--- src/rtl/e2r_pkg.sv ---
`timescale 1ns / 1ps
package e2r_pkg;

  localparam int AngleWidth  = 16;
  localparam int EntryWidth  = 16;
  localparam int CordicSteps = 30;
  localparam int StepIdxW    = 5;
  // internal CORDIC width: Q30 values up to about +-2^32 plus headroom
  localparam int CordW       = 36;

  localparam logic signed [CordW-1:0] PiQ30     = 36'sd3373259426;
  localparam logic signed [CordW-1:0] HalfPiQ30 = 36'sd1686629713;
  localparam logic signed [CordW-1:0] GainQ30   = 36'sd652032874;

  typedef struct packed {
    logic signed [AngleWidth-1:0] angle_x;
    logic signed [AngleWidth-1:0] angle_y;
    logic signed [AngleWidth-1:0] angle_z;
  } in_word_t;

  typedef struct packed {
    logic signed [EntryWidth-1:0] r11;
    logic signed [EntryWidth-1:0] r12;
    logic signed [EntryWidth-1:0] r13;
    logic signed [EntryWidth-1:0] r21;
    logic signed [EntryWidth-1:0] r22;
    logic signed [EntryWidth-1:0] r23;
    logic signed [EntryWidth-1:0] r31;
    logic signed [EntryWidth-1:0] r32;
    logic signed [EntryWidth-1:0] r33;
  } out_word_t;

  // one rotator lane state
  typedef struct packed {
    logic signed [CordW-1:0] x;
    logic signed [CordW-1:0] y;
    logic signed [CordW-1:0] z;
    logic                    flip;
  } lane_t;

  typedef struct packed {
    logic  vld;
    lane_t lx;
    lane_t ly;
    lane_t lz;
  } cell_t;

  function automatic logic signed [CordW-1:0] atan_q30(input logic [StepIdxW-1:0] i);
    logic signed [CordW-1:0] r;
    case (i)
      5'd0:  r = 36'sh03243F6A8;
      5'd1:  r = 36'sh01DAC6705;
      5'd2:  r = 36'sh00FADBAFC;
      5'd3:  r = 36'sh007F56EA6;
      5'd4:  r = 36'sh003FEAB76;
      5'd5:  r = 36'sh001FFD55B;
      5'd6:  r = 36'sh000FFFAAA;
      5'd7:  r = 36'sh0007FFF55;
      5'd8:  r = 36'sh0003FFFEA;
      5'd9:  r = 36'sh0001FFFFD;
      5'd10: r = 36'sh0000FFFFF;
      5'd11: r = 36'sh00007FFFF;
      5'd12: r = 36'sh00003FFFF;
      5'd13: r = 36'sh00001FFFF;
      5'd14: r = 36'sh00000FFFF;
      5'd15: r = 36'sh000007FFF;
      5'd16: r = 36'sh000003FFF;
      5'd17: r = 36'sh000001FFF;
      5'd18: r = 36'sh000000FFF;
      5'd19: r = 36'sh0000007FF;
      5'd20: r = 36'sh0000003FF;
      5'd21: r = 36'sh0000001FF;
      5'd22: r = 36'sh0000000FF;
      5'd23: r = 36'sh00000007F;
      5'd24: r = 36'sh00000003F;
      5'd25: r = 36'sh00000001F;
      5'd26: r = 36'sh00000000F;
      5'd27: r = 36'sh000000008;
      5'd28: r = 36'sh000000004;
      5'd29: r = 36'sh000000002;
      default: r = '0;
    endcase
    return r;
  endfunction

endpackage

--- src/rtl/e2r_cell.sv ---
`timescale 1ns / 1ps
// one CORDIC micro-rotation for all three angles
module e2r_cell import e2r_pkg::*; (
  input  logic                clk_i,
  input  logic                rst_ni,
  input  logic                en_i,
  input  logic [StepIdxW-1:0] step_i,
  input  cell_t               cell_i,
  output cell_t               cell_o
);

  cell_t cell_d, cell_q;

  function automatic lane_t rot(input lane_t l, input logic [StepIdxW-1:0] i);
    lane_t r;
    logic signed [CordW-1:0] dx, dy, a;
    dx = l.y >>> i;
    dy = l.x >>> i;
    a  = atan_q30(i);
    r  = l;
    if (!l.z[CordW-1]) begin
      r.x = l.x - dx;
      r.y = l.y + dy;
      r.z = l.z - a;
    end else begin
      r.x = l.x + dx;
      r.y = l.y - dy;
      r.z = l.z + a;
    end
    return r;
  endfunction

  always_comb begin
    cell_d     = cell_i;
    cell_d.lx  = rot(cell_i.lx, step_i);
    cell_d.ly  = rot(cell_i.ly, step_i);
    cell_d.lz  = rot(cell_i.lz, step_i);
  end

  // pipeline register, cleared on reset
  always_ff @(posedge clk_i or negedge rst_ni) begin
    if (!rst_ni) begin
      cell_q <= '0;
    end else if (en_i) begin
      cell_q <= cell_d;
    end
  end

  assign cell_o = cell_q;

endmodule

--- config.mk ---
export PLATFORM = sky130hd
export DESIGN_NAME = e2r_cell
export DESIGN_NICKNAME = d
export VERILOG_FILES = /design/src/rtl/e2r_pkg.sv /design/src/rtl/e2r_cell.sv
export SDC_FILE = /design/constraint.sdc
export NUM_CORES = 2
export LEC_CHECK = 0
export BUFFER_PORTS_ARGS = -buffer_cell sky130_fd_sc_hd__buf_4
export CAP_MARGIN = 20
export CORE_MARGIN = 5
export CORE_UTILIZATION = 46
export CTS_CLUSTER_DIAMETER = 80
export DETAILED_ROUTE_END_ITERATION = 10
export PLACE_DENSITY_LB_ADDON = 0.2
export SLEW_MARGIN = 20
export SYNTH_ARGS = -nofsm -noshare
export SYNTH_HDL_FRONTEND = slang
export SYNTH_SLANG_ARGS = --single-unit
--- constraint.sdc ---
create_clock -name clk_i -period 1.2 [get_ports clk_i]
set_input_delay 0.12 -clock clk_i [delete_from_list [all_inputs] [get_ports clk_i]]
set_output_delay 0.12 -clock clk_i [all_outputs]
set_load 0.02 [all_outputs]
======== Word-level counts from Yosys, hierarchy flattened ========
Memory sizes are Yosys's and may differ from the RTL's.
Index checks and enable logic that the tools add are counted.
word-level totals
  memories kept ........................... 3
  output and inout bits ................... 328
  register bits ........................... 328
  bits in writable memories ............... 0
  ROM bits ................................ 2880
  bits of input ports ..................... 336
  word-level logic and storage cells ...... 43
  latch bits .............................. 0
operators by class
  divide/modulo/power cells ............... 0
  $lt $le $gt $ge ......................... 0
  shifts and indexed selects .............. 6
  eq/ne operators ......................... 0
  add/subtract/negate cells ............... 18
  multipliers ............................. 0
  reductions and logical operators ........ 0
  multiplexer cells ....................... 3
  bitwise logic cells ..................... 0
memory list
  memory            depth  width  read ports  clocked after Yosys merged registers in  wr ports  line           text
  (name not given)  32     30     1           0                                        0         e2r_pkg.sv:50  case (i)
  (name not given)  32     30     1           0                                        0         e2r_pkg.sv:50
  (name not given)  32     30     1           0                                        0         e2r_pkg.sv:50
operators with widths
  operator          count
  $add A36 B36 Y36  9
  $mux W108         3
  $sub A36 B36 Y36  9
  $sshr A36 B5 Y36  6

======== Logic depth before layout (Yosys ltp) ========
  word-level depth ........................ 3
  depth in mapped cells ................... 33

======== Worst setup path after synthesis ========
OpenSTA, ideal clock, no wires.
  path type ............................... input port to flip-flop
  start ................................... in step_i[1]
  end ..................................... reg cell_q, in the netlist cell_o[33]
  data required time ...................... 1.075 ns
  stages on the path ...................... 32
  setup time .............................. 0.125 ns
  path buffers ............................ 8
  setup slack ............................. -5.299 ns
  data arrival time ....................... 6.375 ns
  path through ............................ buf_2 -> buf_2 -> clkinv_1 -> buf_2 -> buf_2 -> buf_2 -> buf_1 -> ha_1 -> nand2b_1 -> a32oi_1 -> o22a_1 -> inv_1 -> ha_1 -> nand2_1 -> nor2_1 -> and3_1 -> clkbuf_1 -> and4_1 -> buf_1 -> nor2_1 -> mux2_2 -> ha_1 -> a21oi_1 -> o21ai_0 -> a21o_1 -> a31oi_1 -> o2bb2ai_1 -> a21o_1 -> o311a_1 -> o41ai_1 -> xnor2_1 -> mux2_2
between the ends
  longest elaborated chain between the ends .. 3
  elaborated cells on any way between the ends .. 4
  classes of those cells .................. add/sub (2); mux (1); memory (1)
ends and longest elaborated chain
  item                                                  line                            text
  start: declaration                                    e2r_cell.sv:7                   input logic [StepIdxW-1:0] step_i,
  $mem_v2 Z32 W30 (*)                                   n/a
  $sub A36 B36 Y36 or $add A36 B36 Y36 (tied branches)  e2r_cell.sv:24, e2r_cell.sv:28
  $mux W108 (*)                                         e2r_cell.sv:21                  if (!l.z[CordW-1]) begin
  end signal: assignment                                e2r_cell.sv:45                  cell_q <= cell_d;
  end: declaration                                      e2r_cell.sv:12                  cell_t cell_d, cell_q;
Every way passes the cells marked *; elsewhere a longest branch is shown, timed or not.
A chain may end at the register's enable or synchronous reset.

======== Final worst setup path ========
  start ................................... in step_i[0]
  end ..................................... reg cell_q, in the netlist cell_o[168]
between the ends
  longest elaborated chain between the ends .. 3
  elaborated cells on any way between the ends .. 4
  classes of those cells .................. add/sub (2); shift (1); mux (1)
ends and longest elaborated chain
  item                                                  line                            text
  $sshr A36 B5 Y36 (*)                                  e2r_cell.sv:18                  dy = l.x >>> i;
  $add A36 B36 Y36 or $sub A36 B36 Y36 (tied branches)  e2r_cell.sv:23, e2r_cell.sv:27
  $mux W108 (*)                                         e2r_cell.sv:21
Marks and branches as above.

==> metrics.cfg <==
[run_status]
status = finished, violations left
violations = DRC, hold timing, capacitance limit, slew limit, setup timing

[grt]
track_usage_pct = 47.32
grt_max_degree = 43
antenna_found_initial = 33
grt_pass1_vias = 65620
gr-total-overflow = 0
grt_first_pass_wirelength_um = 410300

[clock_network]
clock-sinks = 328
cts_tree = built
cts_root_buffer = clkbuf_16
ctsHoldBuffers = 9
htreeDepth = 2
clk_pin_slew_worst_paths_ps = 70
clk_path_buf_depth = 3
cts_buffers = 40
clock_latency_ps = 640

[detailed_routing]
via_per_inst = 6.707
drcViolationCount = 8
drt-initial-drc-count = 9070
vias = 67000
wl_per_cell_um = 30.11
drt-pass1-iter-count = 11
drtAntennaViolNets = 0
routed_wirelength_um = 300800

[floorplanning]
coreArea_um2 = 105700
die_x_um = 336.8
die_area_um2 = 113400
num_rows = 119
ios = 664
start_util_pct = 46.46
die_h_um = 336.8

[worst_hold_path]
hold_end = cell_o[73]
hold_start = cell_i[73]
hp-class = in -> reg
whs_path_depth = 3

[worst_setup_path]
slowest_stage = nor3_1
startpoint_type = input pin
cp.arrival_ps = 6820
cp_max_fo = 8
r2r_cells = 2
cpMostUsedCell = buf_12
slowest_delay_ps = 1270
crit_family = simple AND/OR/NAND/NOR gates
crit_buf_inv = 8
crit_type = in -> reg
ff2ff_setup_slack_ps = -820
crit_chain = buf_16, buf_12, buf_6, buf_16, buf_12, mux4_2, mux4_2, a221oi_4, nand4_1, nor4_4, buf_4, buf_12, and2_4, nor2_4, xor2_2, ha_4, nor3_1, o311ai_4, buf_4, a31oi_4, xnor2_2, mux2_2
r2r-start = cell_o[150]
r2r-end = cell_o[150]
endpoint_kind = flop
cp.required_ps = 1790

[pwr]
leakagePower_nw = 38.30
vdd_drop_max_mv = 1.670
power_density_nw_per_um2 = 1321

[finish]
syn_to_final_growth_pct = 66.46
drive_above_1_share_pct = 54.50
final_nets = 9224
largest_reg_flops = 328
final_util_pct = 77.34

[synthesis]
ys_ff_latch = 328
syn-cell-area_um2 = 49120
yosys_warnings = 0
synth_edf_count = 0
synth_area_leaders = dfrtp_1, mux4_2, ha_1
synthCells = 5537
yosys.area.top_type = dfrtp_1
synth_top_area_share_pct = 16.71
ys.flop_type = dfrtp_1
ys_seq_area_share_pct = 16.71
syn_nets = 6215
synthArstFlopShare_pct = 100.0
avgSynthCellArea_um2 = 8.871
synth_cell_types = 98

[place]
gp_congestion = 1.064
dpl.hpwl_um = 218000
port_buffers = 663

[timing]
grt_setup_unrepaired = yes
fin_hold_ws_ps = -181.4
finalSetupViolCount = 981
skew_ps = 0
relSlewSlack_pct = -17.63
hold_violations = 7
finalCriticalPeriod_ps = 6227
fin_crit_sh_pct = 518.9
worst_slew_pin_slew_ps = 1746
setup_slack_ps = -5027
slew_viol_final = 4
clock.fmax_ghz = 0.1606

[run]
maxCapViolCount = 2

==> report_power, final <==
part / leakage [nW] / switching (mW) / internal, mW
clock network: 0.657 / 5.82 / 7.47
logic: 33.8 / 40.0 / 35.9
registers: 3.85 / 3.30 / 15.5
total: 38.3 / 49.1 / 58.9
==> worst reg2reg max path: stages (launching register included) <==
cell     delay [ps]
dfrtp_1         400
inv_1            50
o21ai_0        1310
==> timing repair <==
item | in CTS | in global routing
endpoints found under the setup margin | 652 | 654
gates cloned | 10 | 1
setup buffers | 119 | 112
hold endpoints to repair | 344 | 7
pin swaps | 165 | 225
resized for setup | 451 | 373
==> per-stage QoR <==
stage | power [mW] | setup TNS (ps) | cell area, um2 | std cells | setup slack [ps]
after floorplan | 50.75 | -1039940 | 50740 | 5537 | -4224
after global placement | 81.44 | -1168570 | 74410 | 9657 | -4716
after detailed placement | 83.42 | -1198340 | 74410 | 9657 | -4785
after CTS | 100.2 | -936630 | 79120 | 9866 | -3693
after global routing | 111.7 | -1059670 | 81730 | 9976 | -4997
final | 108.0 | -1054720 | 81760 | 9990 | -5027
==> area by class of cell <==
cell class | instances | area, um2
multi-input combinational | 4740 | 43280
timing repair buffer | 3302 | 26570
fill | 6782 | 23950
sequential | 328 | 8208
tap | 1391 | 1740
clock buffer | 57 | 1135
inverter | 133 | 543.0
clock inverter | 15 | 217.7
antenna | 23 | 57.56
timing repair inverter | 1 | 11.26
==> synth_stat cells (78+ instances only) <==
| cell type | n |
|---|---|
| mux4_2 | 276 |
| o21ai_0 | 261 |
| xnor2_1 | 293 |
| nand3_1 | 106 |
| a211oi_1 | 80 |
| nor2_1 | 438 |
| a31oi_1 | 78 |
| nand2_1 | 397 |
| xor2_1 | 162 |
| clkbuf_1 | 166 |
| mux2_2 | 348 |
| a21oi_1 | 413 |
| a21o_1 | 177 |
| ha_1 | 333 |
| dfrtp_1 | 328 |
| inv_1 | 128 |
| mux2i_1 | 208 |
==> per-layer routing <==
layer / track usage, % / vias to the layer above / part of all wire, %
met5: 0 / - / 0.27
met4: 30.13 / 44 / 9.1
met3: 13.00 / 1919 / 13
met2: 74.82 / 5698 / 43
met1: 57.18 / 32010 / 35
li1: - / 27330 / -
==> kinds of logic after synthesis <==
logic type / share of synthesized area (%)
AOI/OAI and AO/OA: 22.03
and+or+nand+nor: 14.72
muxes: 25.33
buffers and inverters: 4.246
xor gates and xnor gates: 8.113
adders and majority gates: 8.849
DFF: 16.71
==> how the worst max path moves through the flow <==
| stage | start | cells after the start | to | slack [ps] |
|---|---|---|---|---|
| floorplan | step_i[0] | 29 | cell_o[287] | -4220 |
| global placement | step_i[0] | 25 | cell_o[324] | -4720 |
| detailed placement | step_i[0] | 25 | cell_o[324] | -4790 |
| CTS | step_i[0] | 22 | cell_o[69] | -3690 |
| global route | step_i[0] | 29 | cell_o[207] | -5000 |
| finish | step_i[0] | 22 | cell_o[168] | -5030 |
==> cells in the final DEF, fill, tap and decap left out, drive strengths merged, types with 44 or more instances in the layout <==
cell type	n
a22oi	44
and3	60
dfrtp	328
nand2	397
o22ai	62
mux4	284
o21ai	263
inv	130
nand3	106
a21o	177
o21a	70
xnor2	293
nor2b	57
a21oi	413
a31oi	78
and2	58
xor2	162
mux2	349
o31ai	52
buf	3289
clkbuf	57
mux2i	208
nor2	438
ha	333
nor3	77
a211oi	80
nand2b	55
(Power assumes the default switching activity.)
